==> src/rtl/wlrs_pkg.sv <==
// shared types and constants for the weighted longest run scorer
package wlrs_pkg;

  localparam int ROW_W    = 16;
  localparam int WEIGHT_W = 11;
  localparam int SCORE_W  = 15;

  // largest score, the sum saturates here
  localparam logic [SCORE_W-1:0] SCORE_MAX = {SCORE_W{1'b1}};

  // columns folded by one adder in the first tree level
  localparam int GROUP_SIZE = 8;

  typedef logic [ROW_W-1:0]    row_t;
  typedef logic [WEIGHT_W-1:0] weight_t;
  typedef logic [SCORE_W-1:0]  score_t;

endpackage

==> src/rtl/wlrs_if.sv <==
// valid/ready channel interfaces for row requests and score requests
interface wlrs_in_if;
  logic             valid;
  logic             ready;
  wlrs_pkg::row_t    row_bits;
  wlrs_pkg::weight_t row_weight;
  logic             row_last;

  modport source (output valid, row_bits, row_weight, row_last, input ready);
  modport sink   (input valid, row_bits, row_weight, row_last, output ready);
endinterface

interface wlrs_out_if;
  logic             valid;
  logic             ready;
  wlrs_pkg::score_t score;

  modport source (output valid, score, input ready);
  modport sink   (input valid, score, output ready);
endinterface

==> src/rtl/wlrs_col.sv <==
// per-column run tracker: current weighted run and best run so far
module wlrs_col #(
  parameter int RUN_W    = 11,
  parameter int MAX_ROWS = 1024
) (
  input  logic                 clk,
  input  logic                 rst_n,
  input  logic                 accept,
  input  logic                 row_bit,
  input  wlrs_pkg::weight_t    row_weight,
  input  logic                 row_last,
  output logic [RUN_W-1:0]     best_upd
);

  localparam int SUM_W = ((RUN_W > wlrs_pkg::WEIGHT_W) ? RUN_W : wlrs_pkg::WEIGHT_W) + 1;

  logic [RUN_W-1:0] run_r, run_nxt;
  logic [RUN_W-1:0] best_r, best_nxt;
  logic [SUM_W-1:0] ext_sum;
  logic [RUN_W-1:0] run_sat;

  // extend the run, saturating at the row limit
  assign ext_sum = SUM_W'(run_r) + SUM_W'(row_weight);
  assign run_sat = (ext_sum > SUM_W'(MAX_ROWS)) ? RUN_W'(MAX_ROWS) : RUN_W'(ext_sum);

  // a zero bit ends the run, a one may raise the best
  always_comb begin
    run_nxt  = row_bit ? run_sat : '0;
    best_nxt = (row_bit && (run_sat > best_r)) ? run_sat : best_r;
  end

  assign best_upd = best_nxt;

  // state clears after the last row of an ordering
  always_ff @(posedge clk) begin
    if (!rst_n) begin
      run_r  <= '0;
      best_r <= '0;
    end else if (accept) begin
      if (row_last) begin
        run_r  <= '0;
        best_r <= '0;
      end else begin
        run_r  <= run_nxt;
        best_r <= best_nxt;
      end
    end
  end

endmodule

==> src/rtl/wlrs_sum.sv <==
// score pipeline: snapshot of best runs, registered group sums, saturated total
module wlrs_sum #(
  parameter int NCOLUMNS = 16,
  parameter int RUN_W    = 11
) (
  input  logic                              clk,
  input  logic                              rst_n,
  input  logic                              take,
  output logic                              take_ready,
  input  logic [NCOLUMNS-1:0][RUN_W-1:0]    best_in,
  wlrs_out_if.source                        out_ch
);

  localparam int GSZ    = wlrs_pkg::GROUP_SIZE;
  localparam int GROUPS = (NCOLUMNS + GSZ - 1) / GSZ;
  localparam int PAD_N  = GROUPS * GSZ;
  localparam int GRP_W  = RUN_W + $clog2(GSZ);
  localparam int TOT_W  = GRP_W + $clog2(GROUPS);
  localparam int CMP_W  = (TOT_W > wlrs_pkg::SCORE_W) ? TOT_W : wlrs_pkg::SCORE_W;

  logic                          snap_v_r;
  logic [PAD_N-1:0][RUN_W-1:0]   snap_r;
  logic                          grp_v_r;
  logic [GROUPS-1:0][GRP_W-1:0]  grp_r, grp_nxt;
  logic                          out_v_r;
  wlrs_pkg::score_t              score_r, score_nxt;
  logic [TOT_W-1:0]              total;
  logic                          out_adv, grp_free, snap_free;

  // each stage moves on when the one after it is empty or moving
  assign out_adv    = !out_v_r || out_ch.ready;
  assign grp_free   = !grp_v_r || out_adv;
  assign snap_free  = !snap_v_r || grp_free;
  assign take_ready = snap_free;

  // first tree level: one sum per group of columns
  always_comb begin
    for (int g = 0; g < GROUPS; g++) begin
      grp_nxt[g] = '0;
      for (int k = 0; k < GSZ; k++) begin
        grp_nxt[g] = grp_nxt[g] + GRP_W'(snap_r[g*GSZ+k]);
      end
    end
  end

  // second level: total over groups, clipped to the score range
  always_comb begin
    total = '0;
    for (int g = 0; g < GROUPS; g++) begin
      total = total + TOT_W'(grp_r[g]);
    end
    score_nxt = (CMP_W'(total) > CMP_W'(wlrs_pkg::SCORE_MAX)) ?
                wlrs_pkg::SCORE_MAX : wlrs_pkg::score_t'(CMP_W'(total));
  end

  // stage valid flags
  always_ff @(posedge clk) begin
    if (!rst_n) begin
      snap_v_r <= 1'b0;
      grp_v_r  <= 1'b0;
      out_v_r  <= 1'b0;
    end else begin
      if (snap_free) snap_v_r <= take;
      if (grp_free)  grp_v_r  <= snap_v_r;
      if (out_adv)   out_v_r  <= grp_v_r;
    end
  end

  // stage payloads
  always_ff @(posedge clk) begin
    if (snap_free && take) begin
      for (int c = 0; c < PAD_N; c++) begin
        snap_r[c] <= (c < NCOLUMNS) ? best_in[c] : '0;
      end
    end
    if (grp_free && snap_v_r) grp_r   <= grp_nxt;
    if (out_adv && grp_v_r)   score_r <= score_nxt;
  end

  assign out_ch.valid = out_v_r;
  assign out_ch.score = score_r;

endmodule

==> src/rtl/weighted_longest_run_score_top.sv <==
// top level of the weighted longest run scorer
//
// Scores one row ordering of a 0/1 membership matrix. Rows come in on
// in_ch, one request per row: row_bits holds one bit per column,
// row_weight the row's multiplicity and row_last marks the final row.
// Each column keeps its current weighted run of ones (saturating at
// MAX_ROWS) and its best run. After the last row the sum of the best runs,
// clipped to 32767, leaves on out_ch as one score request; rows that are
// not last give no result.
// Throughput: one row per cycle while in_ch.ready is high, set by the
// per-column add and compare. After the edge that takes the last row, the
// score passes the snapshot, group sum and output registers to out_ch.
// Column state clears on that same edge, so the next ordering may start
// in the following cycle.
// Reset (rst_n low, synchronous) clears all runs and empties the pipeline.
// When the receiver stalls the score holds; up to three scores queue in the
// pipeline, and only when all three stages are full does in_ch.ready drop.
module weighted_longest_run_score_top #(
  parameter int NCOLUMNS = 16,
  parameter int MAX_ROWS = 1024
) (
  input  logic         clk,
  input  logic         rst_n,
  wlrs_in_if.sink      in_ch,
  wlrs_out_if.source   out_ch
);

  localparam int RUN_W = $clog2(MAX_ROWS + 1);

  logic                           accept;
  logic                           take_ready;
  logic [NCOLUMNS-1:0][RUN_W-1:0] best_upd;

  // a row request is taken whenever the snapshot stage can take a score
  assign in_ch.ready = take_ready;
  assign accept      = in_ch.valid && take_ready;

  // one run tracker per column; columns beyond the row width see zeros
  for (genvar c = 0; c < NCOLUMNS; c++) begin : g_col
    logic col_bit;
    if (c < wlrs_pkg::ROW_W) begin : g_in
      assign col_bit = in_ch.row_bits[c];
    end else begin : g_zero
      assign col_bit = 1'b0;
    end

    wlrs_col #(
      .RUN_W    (RUN_W),
      .MAX_ROWS (MAX_ROWS)
    ) u_col (
      .clk        (clk),
      .rst_n      (rst_n),
      .accept     (accept),
      .row_bit    (col_bit),
      .row_weight (in_ch.row_weight),
      .row_last   (in_ch.row_last),
      .best_upd   (best_upd[c])
    );
  end

  // score pipeline
  wlrs_sum #(
    .NCOLUMNS (NCOLUMNS),
    .RUN_W    (RUN_W)
  ) u_sum (
    .clk        (clk),
    .rst_n      (rst_n),
    .take       (accept && in_ch.row_last),
    .take_ready (take_ready),
    .best_in    (best_upd),
    .out_ch     (out_ch)
  );

endmodule

==> src/flat_wrapper.sv <==
// flat-port wrapper written by rule: the top's interface ports become plain ports
module weighted_longest_run_score_top_flat 
#(
  parameter int NCOLUMNS = 16,
  parameter int MAX_ROWS = 1024
)
  (clk, rst_n, in_ch_valid, in_ch_row_bits, in_ch_row_weight, in_ch_row_last, in_ch_ready, out_ch_valid, out_ch_score, out_ch_ready);
  wlrs_in_if in_ch_i ();
  wlrs_out_if out_ch_i ();
  input  logic clk;
  input  logic rst_n;
  input wire logic [$bits(in_ch_i.valid)-1:0] in_ch_valid;
  input wire logic [$bits(in_ch_i.row_bits)-1:0] in_ch_row_bits;
  input wire logic [$bits(in_ch_i.row_weight)-1:0] in_ch_row_weight;
  input wire logic [$bits(in_ch_i.row_last)-1:0] in_ch_row_last;
  output wire logic [$bits(in_ch_i.ready)-1:0] in_ch_ready;
  output wire logic [$bits(out_ch_i.valid)-1:0] out_ch_valid;
  output wire logic [$bits(out_ch_i.score)-1:0] out_ch_score;
  input wire logic [$bits(out_ch_i.ready)-1:0] out_ch_ready;
  assign in_ch_i.valid = in_ch_valid;
  assign in_ch_i.row_bits = in_ch_row_bits;
  assign in_ch_i.row_weight = in_ch_row_weight;
  assign in_ch_i.row_last = in_ch_row_last;
  assign in_ch_ready = in_ch_i.ready;
  assign out_ch_valid = out_ch_i.valid;
  assign out_ch_score = out_ch_i.score;
  assign out_ch_i.ready = out_ch_ready;
  weighted_longest_run_score_top #(.NCOLUMNS(NCOLUMNS), .MAX_ROWS(MAX_ROWS)) u_core (.clk(clk), .rst_n(rst_n), .in_ch(in_ch_i), .out_ch(out_ch_i));
endmodule
==> config.mk <==
export PLATFORM = sky130hd
export DESIGN_NAME = weighted_longest_run_score_top_flat
export DESIGN_NICKNAME = d
export VERILOG_FILES = /design/src/rtl/wlrs_pkg.sv /design/src/rtl/wlrs_if.sv /design/src/rtl/wlrs_col.sv /design/src/rtl/wlrs_sum.sv /design/src/rtl/weighted_longest_run_score_top.sv /design/src/flat_wrapper.sv
export SDC_FILE = /design/constraint.sdc
export NUM_CORES = 2
export LEC_CHECK = 0
export ABC_AREA = 1
export BUFFER_PORTS_ARGS = -buffer_cell sky130_fd_sc_hd__buf_2
export CORE_MARGIN = 2
export CORE_UTILIZATION = 50
export DETAILED_ROUTE_END_ITERATION = 12
export GPL_TIMING_DRIVEN = 0
export PLACE_DENSITY = 0.62
export SETUP_SLACK_MARGIN = 0.05
export SYNTH_ARGS = -nofsm -noshare
export SYNTH_HDL_FRONTEND = slang
export SYNTH_SLANG_ARGS = --single-unit
==> constraint.sdc <==
create_clock -name clk -period 13.65 [get_ports clk]
set_input_delay 1.365 -clock clk [delete_from_list [all_inputs] [get_ports clk]]
set_output_delay 1.365 -clock clk [all_outputs]
set_load 0.03 [all_outputs]
Word level (Yosys, flattened, before mapping)
Index checks and enable logic that the tools add are counted.
{"block": "op_classes", "n_addsub": 31, "mul": 0, "div": 0, "n_lt_le_gt_ge": 33, "eq_ne": 0, "n_shift": 0, "mux": 80, "bitwise_logic": 0, "n_reduce_logical": 27}
{"op": "$mux 11", "n": 80}
{"op": "$add 11x11->12", "n": 18}
{"op": "$gt 12x11->1 const B", "n": 16}
{"op": "$gt 11x11->1", "n": 16}
{"op": "$add 14x11->14", "n": 8}
{"op": "$add 13x11->14", "n": 2}
{"op": "$add 12x11->13", "n": 2}
{"op": "$logic_and 1x1->1", "n": 21}
{"op": "$add 14x14->15", "n": 1}
{"op": "$gt 15x15->1 const B", "n": 1}
{"op": "$logic_not 1->1", "n": 3}
{"op": "$logic_or 1x1->1", "n": 3}
{"block": "totals", "register_bits": 574, "latch_bits": 0, "mem_bits_rw": 0, "rom_bits": 0, "input_bits": 32, "output_inout_bits": 17, "elab_cells": 225, "n_memories": 0}

Depth between registers and ports, before layout
{"block": "logic_depth", "depth_word": 7, "depth_mapped": 32, "depth_no_buf": 30}

Hierarchy
A second synthesis with hierarchy kept.
{"block": "unflattened", "hier_cells": 6513, "area_unflattened_um2": 45021.9}
{"module": "wlrs_col (u_core.g_col[0].u_col ...)", "n_inst": 9, "cells_per_inst": 348, "area_per_inst_um2": 2038.2, "seq_area_each_um2": 440.4}
{"module": "wlrs_sum", "n_inst": 1, "cells_per_inst": 941, "area_per_inst_um2": 12079.1, "seq_area_each_um2": 6636.4}
{"module": "wlrs_col (u_core.g_col[14].u_col ...)", "n_inst": 5, "cells_per_inst": 349, "area_per_inst_um2": 2064.5, "seq_area_each_um2": 440.4}
{"module": "wlrs_col (u_core.g_col[8].u_col)", "n_inst": 1, "cells_per_inst": 343, "area_per_inst_um2": 2173.3, "seq_area_each_um2": 440.4}
{"module": "wlrs_col (u_core.g_col[9].u_col)", "n_inst": 1, "cells_per_inst": 348, "area_per_inst_um2": 2085.8, "seq_area_each_um2": 440.4}
{"module": "weighted_longest_run_score_top", "n_inst": 1, "cells_per_inst": 4, "area_per_inst_um2": 17.5, "seq_area_each_um2": 0.0}

Least setup slack after synthesis
Ideal clock, no wire load.
{"block": "synth_timing", "path_kind": "input to register", "startpoint": "in out_ch_ready", "endpoint": "reg u_core.u_sum.snap_r[0] in the netlist's numbering (enable)", "setup_time_ns": 0.715, "arrival_time_ns": 9.637, "required_time_ns": 12.935, "setup_slack_ns": 3.297, "path_stages": 8, "path_buffers": 2, "path_cell_list": "inv_1 -> nand2_1 -> nor2_1 -> nand2_1 -> nand2_1 -> clkbuf_1 -> clkbuf_1 -> nor2_1"}
{"block": "synth_between", "elab_chain_len": 6}
{"item": "start: declaration", "line_no": "flat_wrapper.sv:19", "rtl": "input wire logic [$bits(out_ch_i.ready)-1:0] out_ch_ready;"}
{"item": "$logic_or 1x1->1 (*)", "line_no": "wlrs_sum.sv:31", "rtl": "assign out_adv = !out_v_r || out_ch.ready;"}
{"item": "$logic_or 1x1->1 (*)", "line_no": "wlrs_sum.sv:32", "rtl": "assign grp_free = !grp_v_r || out_adv;"}
{"item": "$logic_or 1x1->1 (*)", "line_no": "wlrs_sum.sv:33", "rtl": "assign snap_free = !snap_v_r || grp_free;"}
{"item": "named net in_ch_ready", "line_no": "flat_wrapper.sv:16", "rtl": "output wire logic [$bits(in_ch_i.ready)-1:0] in_ch_ready;"}
{"item": "$logic_and 1x1->1", "line_no": "weighted_longest_run_score_top.sv:36", "rtl": "assign accept = in_ch.valid && take_ready;"}
{"item": "$logic_and 1x1->1", "line_no": "weighted_longest_run_score_top.sv:68", "rtl": ".take (accept && in_ch.row_last),"}
{"item": "$logic_and 1x1->1 (*)", "line_no": "wlrs_sum.sv:71", "rtl": "if (snap_free && take) begin"}
{"item": "end signal: indexed assignment", "line_no": "wlrs_sum.sv:73", "rtl": "snap_r[c] <= (c < NCOLUMNS) ? best_in[c] : '0;"}
{"item": "end: declaration", "line_no": "wlrs_sum.sv:22", "rtl": "logic [PAD_N-1:0][RUN_W-1:0] snap_r;"}
Mark *: on every way through the listed nets, which the timed path passes. The rest lies on a longest branch.
A chain may end at the register's enable or synchronous reset.

==> out/metrics.csv <==
stage,metric,value,unit
run_status,status,"complete, no violations",
power,power per cell area,143,nW/um2
route,Highest Signal Layer,met4,
setup_path,CP Capture Type,flop,
synthesis,synth warn,0,
timing,RSZ-0062 raised after global routing,false,
floorplanning,die height,295,um
clock_tree,clk buf depth,3,
timing,Final Skew,0.0130,ns
placement,RD Place Congestion,0.894,
power,VDD IR-drop max,147,uV
route,metal2 WL,52200,um
finish,n_diodes,0,
clock_tree,"Clk Latency, worst-skew pair",0.60,ns
clock_tree,clock sink count,574,
clock_tree,number of buffers created by CTS,68,
route,DR vias/cell,5.20,
power,leak pwr,22.1,nW
route,DRT Wirelength,119000,um
global_routing,grt ovf,0,
min_path,class of the worst hold path,reg2reg,
floorplanning,Initial Util,50.6,%
route,drt wl/cell,16.8,um
power,Int Pwr,4.15,mW
setup_path,crit path max fanout,16,
global_routing,initial antenna violation count,2,
placement,pre-CTS WS,7.47,ns
placement,port buffer count,48,
clock_tree,Root Buffer,clkbuf_16,
timing,crit share post-route,41.1,%
global_routing,vias in the first global route,34786,
power,sw frac,37.4,%
floorplanning,num rows,106,
clock_tree,CTS HTree Levels,3,
timing,Max-slew headroom,3.22,%
synthesis,Post-Synthesis Cells,5782,
synthesis,Synth cell types,49,
synthesis,top_reg_cell synth,dfxtp_1,
route,Metal-1 WL,58300,um
clock_tree,CTS Hold Bufs,0,
finish,# fillers,8228,
synthesis,share of flip-flops with an asynchronous set or reset,0,%
clock_tree,Worst-path clk slew,0.06,ns
timing,PnR worst setup slack,8.04,ns
floorplanning,boundary pin count,49,
route,DR WL met3,6470,um
global_routing,first-pass GRT wire length,188000,um
synthesis,Synth Cell Area,42400,um2
clock_tree,CTS tree,built,
clock_tree,Post-CTS Setup Bufs,0,
power,sequential fraction of design power,32.0,%
setup_path,crit path DAT,5.94,ns
finish,Syn-to-layout area delta,9.65,%
route,remaining antenna violation count,0,
floorplanning,Die X,295,um
finish,share of cells above drive strength 1,5.40,%
setup_path,critical path type,in2reg,
route,vias after detailed routing,36922,
power,combinational share of power,40.1,%
route,DR DRC count,0,
power,P_sw,2.48,mW
synthesis,Post-Syn Nets,6339,
synthesis,syn_area_per_cell,7.33,um2
timing,Final Hold Slack,0.463,ns
clock_tree,cts repair resizes,0,
timing,final hold vios,0,
flow_run,MaxCap Viol Count,0,
setup_path,Startpoint Class,input port,
global_routing,largest net degree at the start of global routing,36,
timing,worst-margin pin slew,1.45,ns
floorplanning,Die ar.,87200,um2
timing,Period minus WS final,5.61,ns
route,drt first-iter violations,2565,
floorplanning,CORE AREA,83800,um2
synthesis,sequential fraction of the synthesis area,32.3,%
synthesis,number of synthesized flops with an enable pin,219,
placement,HPWL after DPL,89700,um
synthesis,Synth Register Bits,574,
finish,# nets final,6465,
route,drt first pass iters,6,
timing,Highest Clock Rate,178,MHz
global_routing,Tot GR Track Use,27.6,%
setup_path,Required @ worst endpoint,13.98,ns
timing,fin. max-slew vios,0,
power,proportion of power drawn by the clock network,27.9,%
timing,final setup vio count,0,
[per-layer routing]
metal  GRT usage, %  vias up
met4           6.62        0
met1           40.5    17059
met5              0        -
met3           2.79      124
met2           43.8      830
li1               -    18909
[critical path, cell delays in order]
cell and delay [ns]:
buf_2 0.78, ha_1 0.39, fa_1 0.47, or2_2 0.28
nor2_1 0.12, nand3_1 0.09, nor2_1 0.10, nand2_1 0.06
nor2_1 0.14, nand3_1 0.09, nand2_1 0.13, buf_6 0.16
inv_1 0.07, nor2_1 0.21, ha_1 0.29, nand2_1 0.07
inv_1 0.05, nand4_1 0.08, nand2_1 0.06, inv_1 0.11
clkbuf_1 0.37, nand3_1 0.17, and2_1 0.24
[Yosys cell counts, types with 10 or more instances]
| cell type | instances | area [um2] |
|---|---|---|
| nand2_2 | 52 | 325 |
| inv_1 | 879 | 3300 |
| ha_1 | 378 | 4730 |
| xnor2_1 | 23 | 201 |
| o21ai_0 | 42 | 210 |
| nand4_1 | 36 | 225 |
| clkbuf_1 | 104 | 390 |
| a21o_1 | 12 | 90.1 |
| a21oi_1 | 538 | 2690 |
| nand3_1 | 608 | 3040 |
| nand3b_1 | 29 | 218 |
| a211oi_1 | 10 | 75.1 |
| nor3_1 | 24 | 120 |
| fa_1 | 147 | 2940 |
| o21ai_1 | 10 | 50.1 |
| xor2_1 | 62 | 543 |
| nand3_2 | 11 | 110 |
| edfxtp_1 | 219 | 6580 |
| buf_2 | 41 | 205 |
| o31ai_1 | 10 | 75.1 |
| nor2_1 | 286 | 1070 |
| and2_1 | 176 | 1100 |
| o21bai_1 | 20 | 150 |
| nand2_1 | 1592 | 5980 |
| dfxtp_1 | 355 | 7110 |
[path summary, 6_finish.rpt]
path / startpoint / to / slack (ns) / depth (start not counted)
setup / recovery: in_ch_row_weight[0] / u_core.u_sum.snap_r[99] / 8.04 / 23
setup reg to reg: u_core.u_sum.snap_r[145] / u_core.u_sum.grp_r[26] / 8.78 / 18
hold / removal: u_core.g_col[12].u_col.best_r[3] / u_core.g_col[12].u_col.best_r[3] / 0.46 / 2
hold reg to reg: u_core.g_col[12].u_col.best_r[3] / u_core.g_col[12].u_col.best_r[3] / 0.46 / 2
[area by class of cell]
cell class                 instances  area (um2)  area share [%]
tap                             1134        1420            3.05
clock buffer                      91        1910            4.11
timing repair buffer              56         420           0.904
buffer                           172         801            1.72
sequential                       574       13700            29.4
clock inverter                    32         324           0.697
inverter                         888        3330            7.17
multi-input combinational       4148       24600            52.9
[state kept, by name (all words and copies together) (netlist names)]
signal	flops
u_core.u_sum.snap_r	176
u_core.u_sum.grp_v_r	1
u_core.u_sum.out_ch.score	15
u_core.u_sum.grp_r	28
u_core.g_col.u_col.best_r	176
u_core.g_col.u_col.run_r	176
u_core.u_sum.snap_v_r	1
u_core.u_sum.out_ch.valid	1
[cell usage in the layout, fill, tap and decap left out, types with 10 or more instances in the layout]
cell,n
nand2_1,1592
inv_1,879
nand3_1,608
a21oi_1,537
ha_1,378
dfxtp_1,355
nor2_1,285
edfxtp_1,219
and2_1,176
fa_1,147
clkbuf_1,117
buf_2,88
clkbuf_16,72
xor2_1,62
nand2_2,52
o21ai_0,42
nand4_1,36
nand3b_1,29
nor3_1,24
xnor2_1,23
o21bai_1,20
a21o_1,12
nand3_2,11
clkinv_2,11
a21oi_2,10
o21ai_1,10
buf_4,10
a211oi_1,10
o31ai_1,10
[power by group through the flow]
stage               logic (mW)  clock network, mW  registers (mW)
finish                    2.66               1.85            2.12
detailed placement        2.65                  0            2.16
global placement          2.61                  0            2.17
global route              3.00               1.96            2.14
floorplan                 1.90                  0            2.15
CTS                       2.67               1.89            2.13
[kinds of logic after synthesis]
group | Yosys count | share of synthesized area (%)
AO/OA/AOI/OAI | 687 | 8.74
XOR/XNOR | 85 | 1.76
adder cells (fa/ha/maj) | 525 | 18.1
buffers and inverters | 1060 | 9.74
flip-flops | 574 | 32.3
AND/OR/NAND/NOR | 2851 | 29.4
[stage by stage]
stage	instances	util (%)	TNS (ns)	power, mW	area [um2]
after floorplan	5782	-	0	4.05	42400
after global placement	6964	52.6	-107.71	4.78	44100
after detailed placement	6972	52.8	0	4.81	44300
after CTS	7095	55.5	0	6.68	46500
after global routing	7095	55.5	0	7.09	46500
final	7095	55.5	0	6.63	46500
(Power assumes the default switching activity.)
